===== src/design/keypad_calculator_fsm_macros.svh =====
// Assertion macros for the keypad calculator.
// Used by keypad_calculator_fsm.sv; expects i_clk and i_rst_n in scope.
`ifndef KEYPAD_CALCULATOR_FSM_MACROS_SVH
`define KEYPAD_CALCULATOR_FSM_MACROS_SVH
`ifndef SYNTH
// Same-cycle implication, disabled while reset is held.
`define KPC_ASSERT_NOW(lbl, ante, cons, msg) \
    lbl: assert property (@(posedge i_clk) disable iff (!i_rst_n) (ante) |-> (cons)) \
        else $error(msg);
// Next-cycle implication, disabled while reset is held.
`define KPC_ASSERT_NXT(lbl, ante, cons, msg) \
    lbl: assert property (@(posedge i_clk) disable iff (!i_rst_n) (ante) |=> (cons)) \
        else $error(msg);
`else
`define KPC_ASSERT_NOW(lbl, ante, cons, msg)
`define KPC_ASSERT_NXT(lbl, ante, cons, msg)
`endif
`endif


===== src/design/kpc_pkg.sv =====
// Shared types, key codes and helpers for the keypad calculator.
// No dependencies; used by kpc_alu and keypad_calculator_fsm.
package kpc_pkg;

    localparam int MAX_DIGITS_DEF = 3;
    localparam int ANS_W          = 21;
    localparam int KEY_W          = 8;
    localparam int OUT_W          = 32;

    localparam logic [7:0] KEY_ZERO = 8'h30;
    localparam logic [7:0] KEY_NINE = 8'h39;
    localparam logic [7:0] KEY_A    = 8'h41;
    localparam logic [7:0] KEY_D    = 8'h44;
    localparam logic [7:0] KEY_HASH = 8'h23;
    localparam logic [7:0] KEY_STAR = 8'h2A;

    localparam logic [7:0] CH_NONE  = 8'h00;
    localparam logic [7:0] CH_PLUS  = 8'h2B;
    localparam logic [7:0] CH_MINUS = 8'h2D;
    localparam logic [7:0] CH_TIMES = 8'h58;
    localparam logic [7:0] CH_SLASH = 8'h2F;
    localparam logic [7:0] CH_EQ    = 8'h3D;

    typedef enum logic [2:0] {
        EV_IGNORED   = 3'd0,
        EV_DIGIT     = 3'd1,
        EV_OPERATOR  = 3'd2,
        EV_BACKSPACE = 3'd3,
        EV_RESULT    = 3'd4,
        EV_DIV_ZERO  = 3'd5
    } t_event;

    typedef enum logic [1:0] {
        OP_ADD = 2'd0,
        OP_SUB = 2'd1,
        OP_MUL = 2'd2,
        OP_DIV = 2'd3
    } t_op;

    typedef enum logic [2:0] {
        ALU_MAC,
        ALU_ADD,
        ALU_SUB,
        ALU_MUL,
        ALU_DIV_STEP
    } t_alu_op;

    typedef struct packed {
        t_alu_op op;
        logic    shift_in;
    } t_alu_ctl;

    typedef enum logic [2:0] {
        S_IDLE,
        S_ACC,
        S_CALC,
        S_DIV,
        S_OUT
    } t_state;

    function automatic logic [7:0] op_char(input t_op op);
        logic [7:0] ch;
        case (op)
            OP_ADD:  ch = CH_PLUS;
            OP_SUB:  ch = CH_MINUS;
            OP_MUL:  ch = CH_TIMES;
            default: ch = CH_SLASH;
        endcase
        return ch;
    endfunction

endpackage


===== src/design/kpc_alu.sv =====
// Shared arithmetic unit of the keypad calculator: digit accumulate,
// add, subtract, multiply and one restoring divide step. Depends on kpc_pkg.
module kpc_alu #(
    parameter int  MAX_DIGITS = kpc_pkg::MAX_DIGITS_DEF,
    localparam int VAL_W      = $clog2(10 ** MAX_DIGITS)
) (
    input  kpc_pkg::t_alu_ctl         i_ctl,
    input  logic [VAL_W-1:0]          i_a,
    input  logic [VAL_W-1:0]          i_b,
    output logic [kpc_pkg::ANS_W-1:0] o_res,
    output logic [VAL_W-1:0]          o_rem,
    output logic                      o_qbit
);
    import kpc_pkg::*;

    localparam int PROD_W = (2 * VAL_W > ANS_W) ? 2 * VAL_W : ANS_W;

    logic [PROD_W-1:0] a_w;
    logic [PROD_W-1:0] b_w;
    logic [PROD_W-1:0] mul_w;
    logic [PROD_W-1:0] sum_w;
    logic [PROD_W-1:0] diff_w;
    logic [PROD_W-1:0] mac_w;
    logic [VAL_W:0]    rem_sh;
    logic [VAL_W:0]    rem_sub;

    assign a_w    = PROD_W'(i_a);
    assign b_w    = PROD_W'(i_b);
    assign mul_w  = a_w * b_w;
    assign sum_w  = a_w + b_w;
    // Low bits of the wrapped difference are the two's complement answer.
    assign diff_w = a_w - b_w;
    assign mac_w  = (a_w << 3) + (a_w << 1) + PROD_W'(i_b[3:0]);

    assign rem_sh  = {i_a, i_ctl.shift_in};
    assign rem_sub = rem_sh - (VAL_W + 1)'(i_b);

    always_comb begin
        o_qbit = (rem_sh >= {1'b0, i_b});
        o_rem  = o_qbit ? rem_sub[VAL_W-1:0] : rem_sh[VAL_W-1:0];
    end

    always_comb begin
        case (i_ctl.op)
            ALU_MAC: o_res = mac_w[ANS_W-1:0];
            ALU_ADD: o_res = sum_w[ANS_W-1:0];
            ALU_SUB: o_res = diff_w[ANS_W-1:0];
            ALU_MUL: o_res = mul_w[ANS_W-1:0];
            default: o_res = '0;
        endcase
    end

endmodule


===== src/design/keypad_calculator_fsm.sv =====
// Top level of the keypad four-function calculator.
// Depends on kpc_pkg, kpc_alu and keypad_calculator_fsm_macros.svh.
//
//  Channel  Direction  Payload (lowest bit first)
//  s        in         tdata[7:0] key_code
//  m        out        tdata event_kind[2:0], echo_char[10:3], answer[31:11]
//
// Digits and backspace go from S_IDLE through S_OUT to the output register.
// Operator and equals keys accumulate digits in S_ACC; equals then runs
// S_CALC, and a divide adds VAL_W restoring steps (10 for three digits) in
// S_DIV, all on the one shared arithmetic unit. The input is not ready until
// the result has moved into the output register; a stalled output holds the
// block there. Reset is synchronous and active low and clears all operands.
`include "keypad_calculator_fsm_macros.svh"

module keypad_calculator_fsm #(
    parameter int MAX_DIGITS = kpc_pkg::MAX_DIGITS_DEF
) (
    input  logic                      i_clk,
    input  logic                      i_rst_n,
    input  logic                      i_s_tvalid,
    output logic                      o_s_tready,
    input  logic [kpc_pkg::KEY_W-1:0] i_s_tdata,   // key_code[7:0]
    output logic                      o_m_tvalid,
    input  logic                      i_m_tready,
    output logic [kpc_pkg::OUT_W-1:0] o_m_tdata    // event_kind, echo_char, answer
);
    import kpc_pkg::*;

    localparam int VAL_W  = $clog2(10 ** MAX_DIGITS);
    localparam int CNT_W  = $clog2(MAX_DIGITS + 1);
    localparam int IDX_W  = (MAX_DIGITS > 1) ? $clog2(MAX_DIGITS) : 1;
    localparam int STEP_W = $clog2(VAL_W);

    t_state            r_state;
    t_state            n_state;
    logic              r_phase;
    logic [3:0]        r_first_digits [MAX_DIGITS];
    logic [3:0]        r_second_digits[MAX_DIGITS];
    logic [CNT_W-1:0]  r_first_count;
    logic [CNT_W-1:0]  r_second_count;
    t_op               r_op;
    logic [VAL_W-1:0]  r_first_value;
    logic [VAL_W-1:0]  r_acc;
    logic [CNT_W-1:0]  r_idx;
    logic              r_is_eq;
    logic [VAL_W-1:0]  r_rem;
    logic [VAL_W-1:0]  r_quo;
    logic [STEP_W-1:0] r_step;
    t_event            r_kind;
    logic [7:0]        r_echo;
    logic [ANS_W-1:0]  r_ans;
    logic              r_m_valid;
    logic [OUT_W-1:0]  r_m_data;

    logic [7:0]        key;
    logic [7:0]        dig_raw;
    logic [7:0]        op_raw;
    logic              is_digit;
    logic              is_hash;
    logic              is_op;
    logic              is_eq_key;
    logic [CNT_W-1:0]  cur_count;
    logic              cnt_full;
    logic              accept;
    logic              acc_done;
    logic              div_last;
    logic              out_free;
    logic [3:0]        acc_digit;
    logic [VAL_W-1:0]  quo_next;

    t_alu_ctl          alu_ctl;
    logic [VAL_W-1:0]  alu_a;
    logic [VAL_W-1:0]  alu_b;
    logic [ANS_W-1:0]  alu_res;
    logic [VAL_W-1:0]  alu_rem;
    logic              alu_qbit;

    kpc_alu #(
        .MAX_DIGITS(MAX_DIGITS)
    ) u_alu (
        .i_ctl (alu_ctl),
        .i_a   (alu_a),
        .i_b   (alu_b),
        .o_res (alu_res),
        .o_rem (alu_rem),
        .o_qbit(alu_qbit)
    );

    // Key decode and shared status.
    always_comb begin
        key       = i_s_tdata;
        dig_raw   = key - KEY_ZERO;
        op_raw    = key - KEY_A;
        is_digit  = key inside {[KEY_ZERO:KEY_NINE]};
        is_hash   = (key == KEY_HASH);
        is_op     = !r_phase && (key inside {[KEY_A:KEY_D]});
        is_eq_key = r_phase && (key == KEY_STAR);
        cur_count = r_phase ? r_second_count : r_first_count;
        cnt_full  = (cur_count == CNT_W'(MAX_DIGITS));
        accept    = i_s_tvalid && o_s_tready;
        acc_done  = (r_idx == cur_count);
        div_last  = (r_step == STEP_W'(VAL_W - 1));
        out_free  = !r_m_valid || i_m_tready;
        acc_digit = r_phase ? r_second_digits[r_idx[IDX_W-1:0]]
                            : r_first_digits[r_idx[IDX_W-1:0]];
        quo_next  = {r_quo[VAL_W-2:0], alu_qbit};
    end

    // Next state.
    always_comb begin
        n_state = r_state;
        case (r_state)
            S_IDLE: begin
                if (accept) begin
                    n_state = (is_op || is_eq_key) ? S_ACC : S_OUT;
                end
            end
            S_ACC: begin
                if (acc_done) begin
                    n_state = r_is_eq ? S_CALC : S_OUT;
                end
            end
            S_CALC: begin
                n_state = (r_op == OP_DIV && r_acc != '0) ? S_DIV : S_OUT;
            end
            S_DIV: begin
                if (div_last) begin
                    n_state = S_OUT;
                end
            end
            S_OUT: begin
                if (out_free) begin
                    n_state = S_IDLE;
                end
            end
            default: n_state = S_IDLE;
        endcase
    end

    // Sequencer outputs: handshake and the shared unit's operands.
    always_comb begin
        o_s_tready       = 1'b0;
        alu_ctl.op       = ALU_MAC;
        alu_ctl.shift_in = 1'b0;
        alu_a            = '0;
        alu_b            = '0;
        case (r_state)
            S_IDLE: o_s_tready = 1'b1;
            S_ACC: begin
                alu_ctl.op = ALU_MAC;
                alu_a      = r_acc;
                alu_b      = VAL_W'(acc_digit);
            end
            S_CALC: begin
                case (r_op)
                    OP_ADD:  alu_ctl.op = ALU_ADD;
                    OP_SUB:  alu_ctl.op = ALU_SUB;
                    OP_MUL:  alu_ctl.op = ALU_MUL;
                    default: alu_ctl.op = ALU_DIV_STEP;
                endcase
                alu_a = r_first_value;
                alu_b = r_acc;
            end
            S_DIV: begin
                alu_ctl.op       = ALU_DIV_STEP;
                alu_ctl.shift_in = r_quo[VAL_W-1];
                alu_a            = r_rem;
                alu_b            = r_acc;
            end
            default: o_s_tready = 1'b0;
        endcase
    end

    always_ff @(posedge i_clk) begin
        if (!i_rst_n) begin
            r_state        <= S_IDLE;
            r_phase        <= 1'b0;
            r_first_count  <= '0;
            r_second_count <= '0;
            r_op           <= OP_ADD;
            r_first_value  <= '0;
            r_is_eq        <= 1'b0;
            r_m_valid      <= 1'b0;
            for (int i = 0; i < MAX_DIGITS; i++) begin
                r_first_digits[i]  <= '0;
                r_second_digits[i] <= '0;
            end
        end else begin
            r_state <= n_state;

            if (r_state == S_OUT && out_free) begin
                r_m_valid <= 1'b1;
                r_m_data  <= {r_ans, r_echo, r_kind};
            end else if (i_m_tready) begin
                r_m_valid <= 1'b0;
            end

            case (r_state)
                S_IDLE: begin
                    if (accept) begin
                        r_acc   <= '0;
                        r_idx   <= '0;
                        r_is_eq <= is_eq_key;
                        r_kind  <= EV_IGNORED;
                        r_echo  <= CH_NONE;
                        r_ans   <= '0;
                        if (is_digit) begin
                            if (!cnt_full) begin
                                if (r_phase) begin
                                    r_second_digits[cur_count[IDX_W-1:0]] <= dig_raw[3:0];
                                    r_second_count <= cur_count + CNT_W'(1);
                                end else begin
                                    r_first_digits[cur_count[IDX_W-1:0]] <= dig_raw[3:0];
                                    r_first_count <= cur_count + CNT_W'(1);
                                end
                                r_kind <= EV_DIGIT;
                                r_echo <= key;
                            end
                        end else if (is_hash) begin
                            // Digits above the count are never read, so no clear.
                            if (cur_count != '0) begin
                                if (r_phase) begin
                                    r_second_count <= cur_count - CNT_W'(1);
                                end else begin
                                    r_first_count <= cur_count - CNT_W'(1);
                                end
                            end
                            r_kind <= EV_BACKSPACE;
                        end else if (is_op) begin
                            r_op   <= t_op'(op_raw[1:0]);
                            r_kind <= EV_OPERATOR;
                            r_echo <= op_char(t_op'(op_raw[1:0]));
                        end else if (is_eq_key) begin
                            r_echo <= CH_EQ;
                        end
                    end
                end
                S_ACC: begin
                    if (!acc_done) begin
                        r_acc <= alu_res[VAL_W-1:0];
                        r_idx <= r_idx + CNT_W'(1);
                    end else if (!r_is_eq) begin
                        r_first_value <= r_acc;
                        r_phase       <= 1'b1;
                    end
                end
                S_CALC: begin
                    if (r_op == OP_DIV && r_acc != '0) begin
                        r_rem  <= '0;
                        r_quo  <= r_first_value;
                        r_step <= '0;
                    end else begin
                        if (r_op == OP_DIV) begin
                            r_kind <= EV_DIV_ZERO;
                        end else begin
                            r_kind <= EV_RESULT;
                            r_ans  <= alu_res;
                        end
                        r_phase        <= 1'b0;
                        r_first_count  <= '0;
                        r_second_count <= '0;
                    end
                end
                S_DIV: begin
                    r_rem  <= alu_rem;
                    r_quo  <= quo_next;
                    r_step <= r_step + STEP_W'(1);
                    if (div_last) begin
                        r_kind         <= EV_RESULT;
                        r_ans          <= ANS_W'(quo_next);
                        r_phase        <= 1'b0;
                        r_first_count  <= '0;
                        r_second_count <= '0;
                    end
                end
                default: begin
                end
            endcase
        end
    end

    assign o_m_tvalid = r_m_valid;
    assign o_m_tdata  = r_m_data;

    `KPC_ASSERT_NXT(a_busy_after_req, accept, !o_s_tready, "block still ready after a request")
    `KPC_ASSERT_NOW(a_count_bound, 1'b1, (r_first_count <= CNT_W'(MAX_DIGITS)) && (r_second_count <= CNT_W'(MAX_DIGITS)), "digit count beyond limit")
    `KPC_ASSERT_NOW(a_div_nonzero, r_state == S_DIV, r_acc != '0, "divide started with zero divisor")
    `KPC_ASSERT_NXT(a_calc_clears, (r_state == S_CALC) && (r_op != OP_DIV), !r_phase && (r_first_count == '0) && (r_second_count == '0), "operands not cleared after result")

endmodule

===== config.mk =====
export PLATFORM = sky130hd
export DESIGN_NAME = keypad_calculator_fsm
export DESIGN_NICKNAME = d
export VERILOG_FILES = /design/src/design/kpc_pkg.sv /design/src/design/kpc_alu.sv /design/src/design/keypad_calculator_fsm.sv
export VERILOG_INCLUDE_DIRS = /design/src /design/src/design
export SDC_FILE = /design/constraint.sdc
export NUM_CORES = 1
export LEC_CHECK = 0
export BUFFER_PORTS_ARGS = -buffer_cell sky130_fd_sc_hd__buf_2
export CORE_ASPECT_RATIO = 0.6
export CORE_UTILIZATION = 40
export DETAILED_ROUTE_END_ITERATION = 8
export PLACE_DENSITY = 0.58
export SLEW_MARGIN = 15
export SYNTH_ARGS = -nofsm -noshare
export SYNTH_HDL_FRONTEND = slang
export SYNTH_HIERARCHICAL = 1
export SYNTH_SLANG_ARGS = --single-unit

===== constraint.sdc =====
create_clock -name i_clk -period 12.85 [get_ports i_clk]
set_input_delay 0.6425 -clock i_clk [delete_from_list [all_inputs] [get_ports i_clk]]
set_output_delay 0.6425 -clock i_clk [all_outputs]
set_load 0.02 [all_outputs]

==> flow_summary.ini <==
[hold_path]
hold_path_end = o_m_tdata[22]
hold_class = reg2reg
whs_path_depth = 0
hp-start = r_ans[11]

[placed_design]
hpwl_um = 26640
numPortBuffers = 45
pre_cts_slack_ps = 5374
place.gp.congestion = 0.9488

[floorplan]
boundaryPins = 46
start_util_pct = 41.34
die_y_um = 139.5
core_um2 = 30470
fp.dieArea_um2 = 32230
fp.dieW_um = 231.1
num_rows = 49

[global_routing]
grt_max_degree = 47
grt_pass1_wl_um = 53510
antenna_found_initial = 0
global_route.overflow_total = 0
grt_usage_pct = 22.17
grt_pass1_vias = 8789

[worst_setup_path]
worstPathRequired_ps = 13040
r2r_slack_ps = 5230
cp-end-kind = flip-flop
r2r-start = r_state[1]
worstRegToRegCells = 23
critPathKind = reg2reg
start_kind = flip-flop
cp_max_fo = 22
arrival_ps = 7810
rr_endpoint = r_ans[15]

[clock_tree]
path_clk_slew_ps = 70
clkLatencyLatePin_ps = 440
cts_root_buffer = clkbuf_16
cts_tree = done
clock-sinks = 156
cts-resized-gates = 0
cts_hold_buf = 0
cts_buffer_depth = 2
htreeDepth = 4
cts_made_buffers = 17
post_cts_buffers = 0

[timing]
rsz0062_at_grt = no
finalMaxSlewViolations = 0
clock_skew_ps = 8.512
setup_tns_ps = 0
max_freq_ghz = 0.1313
hold_violations = 0
fin_crit_ps = 7616
maxSlewHeadroom_pct = 31.40
tightest_slew_ps = 1021
setup_viol = 0
fin_crit_sh_pct = 59.27
postLayoutSetupSlackWorst_ps = 5234

[synth]
async_flop_share_pct = 0
ys.flop_type = edfxtp_1
synth.avg_cell_area_um2 = 10.27
syn_inst = 1226
synthesis.area_um2 = 12600
synth-seq-cells = 156
synth_cell_type_count = 80
ys_warn_count = 6
synth-edff-count = 132
seq_area_frac_synth_pct = 35.28

[detailed_routing]
vias_per_cell = 5.501
drt_iter0_drc = 1135
first_pass_iters = 6
vias = 9314
drt-wirelength-per-cell_um = 20.26
ant_nets = 0
drc = 0
wl_um = 34300

[pwr]
irDropWorstVdd_v = 0.00008996
p_leak_nw = 6.232
powerDensity_nw_per_um2 = 80.92

[layout]
nNetsFinal = 1471
most-common-layout-cells = edfxtp_1, nand2_1, ha_1, inv_1, and2_1
area_growth_pct = 10.47
drive_gt1_share_pct = 11.85
mostFrequentLayoutCell = edfxtp_1

[job]
cap_violations = 0

[run_status]
outcome = complete, no violations
power by group:
part           total (W)  internal (W)  switching, W
clock           0.000498      0.000274      0.000224
sequential      0.000572      0.000562     0.0000107
combinational  0.0000554     0.0000204     0.0000351
routing by layer:
layer | part of all wire [%] | wire length, um | GRT usage, % | vias to the layer above
li1 | - | - | - | 4391
met1 | 55 | 18780 | 37.72 | 4528
met2 | 34 | 11780 | 25.75 | 376
met3 | 10 | 3557 | 7.480 | 19
met4 | 0.53 | 182 | 3.207 | 0
met5 | 0 | 0 | 0 | -
layout make-up:
class | count | area [um^2]
fillers | 2887 | 16550
clock inverters | 15 | 158.9
inverters | 103 | 386.6
repair buffers | 67 | 390.4
diodes | 2 | 5.005
clock buffers | 17 | 425.4
well taps | 408 | 510.5
flip-flops and latches | 156 | 4444
multi-input cells | 925 | 7595
sequential cells by signal, summed over array words and instances, names as in the netlist, 4 cells and up, named ones only:
| register | cells |
|---|---|
| r_second_digits | 16 |
| r_ans | 21 |
| r_echo | 8 |
| r_quo | 10 |
| r_first_value | 10 |
| r_step | 4 |
| o_m_tdata | 32 |
| r_rem | 10 |
| r_first_digits | 16 |
| r_acc | 10 |
cells by family after synthesis:
| logic type | share of synthesized area, % |
|---|---|
| compound gates | 11.53 |
| xor+xnor | 2.920 |
| fa+ha+maj | 22.77 |
| buf+inv | 4.758 |
| flops | 35.28 |
| mux | 5.334 |
| other cells | 0.02977 |
| simple gates | 17.38 |
worst max-delay path by stage:
stage	from	to	slack (ps)	depth (start not counted)
2_1_floorplan	r_state[1]	r_ans[17]	6220	22
3_3_place_gp	r_state[1]	r_ans[15]	5510	23
3_5_place_dp	r_state[1]	r_ans[15]	5370	23
4_1_cts	r_state[1]	r_ans[15]	5340	23
5_1_grt	r_state[1]	r_ans[15]	4750	24
6_report	r_state[1]	r_ans[15]	5230	23
metrics by stage:
step | util [%] | cells | total power, W | area, um^2 | hold WS (ps)
detailed placement | 43.72 | 1659 | 0.0006379 | 13320 | 404.5
global route | 45.65 | 1691 | 0.001163 | 13910 | 426.7
global placement | 43.72 | 1659 | 0.0006381 | 13320 | 401.2
finish | 45.67 | 1693 | 0.001126 | 13920 | 417.9
floorplan | - | 1234 | 0.0006168 | 12630 | 400.3
CTS | 45.64 | 1691 | 0.001136 | 13910 | 419.7
Yosys cell counts (all sizes together), types with 10 or more instances:
cell type,n,share of area (%)
xor2,18,1.3
o21ai,49,1.9
fa,67,11
nand2,131,3.9
a22oi,10,0.60
nand2b,10,0.50
and2,98,4.9
nand3,17,0.68
buf,11,0.53
xnor2,24,1.7
o21a,12,0.72
and3,15,0.74
mux2i,24,1.9
nor2,73,2.2
edfxtp,132,31
a21o,17,1.0
mux2,20,2.0
a21oi,46,1.9
inv,102,3.0
dfxtp,24,3.8
clkbuf,39,1.2
nor3,25,0.99
nor2b,10,0.50
ha,122,12
critical path, stage by stage (launching register included):
cell and delay, ps:
dfxtp_1 980, nor2b_1 710, a22oi_1 190, nor2_1 120
buf_4 270, ha_1 180, inv_1 50, fa_1 510
fa_1 510, inv_1 60, fa_1 500, fa_1 580
inv_1 70, fa_1 530, inv_1 40, ha_1 360
nand3_1 100, o211a_1 260, o211a_1 130, nor3_1 590
a31o_2 260, xor2_1 60, a21o_1 180, and2_1 130
Note: power is estimated with default switching activity, not from simulation.
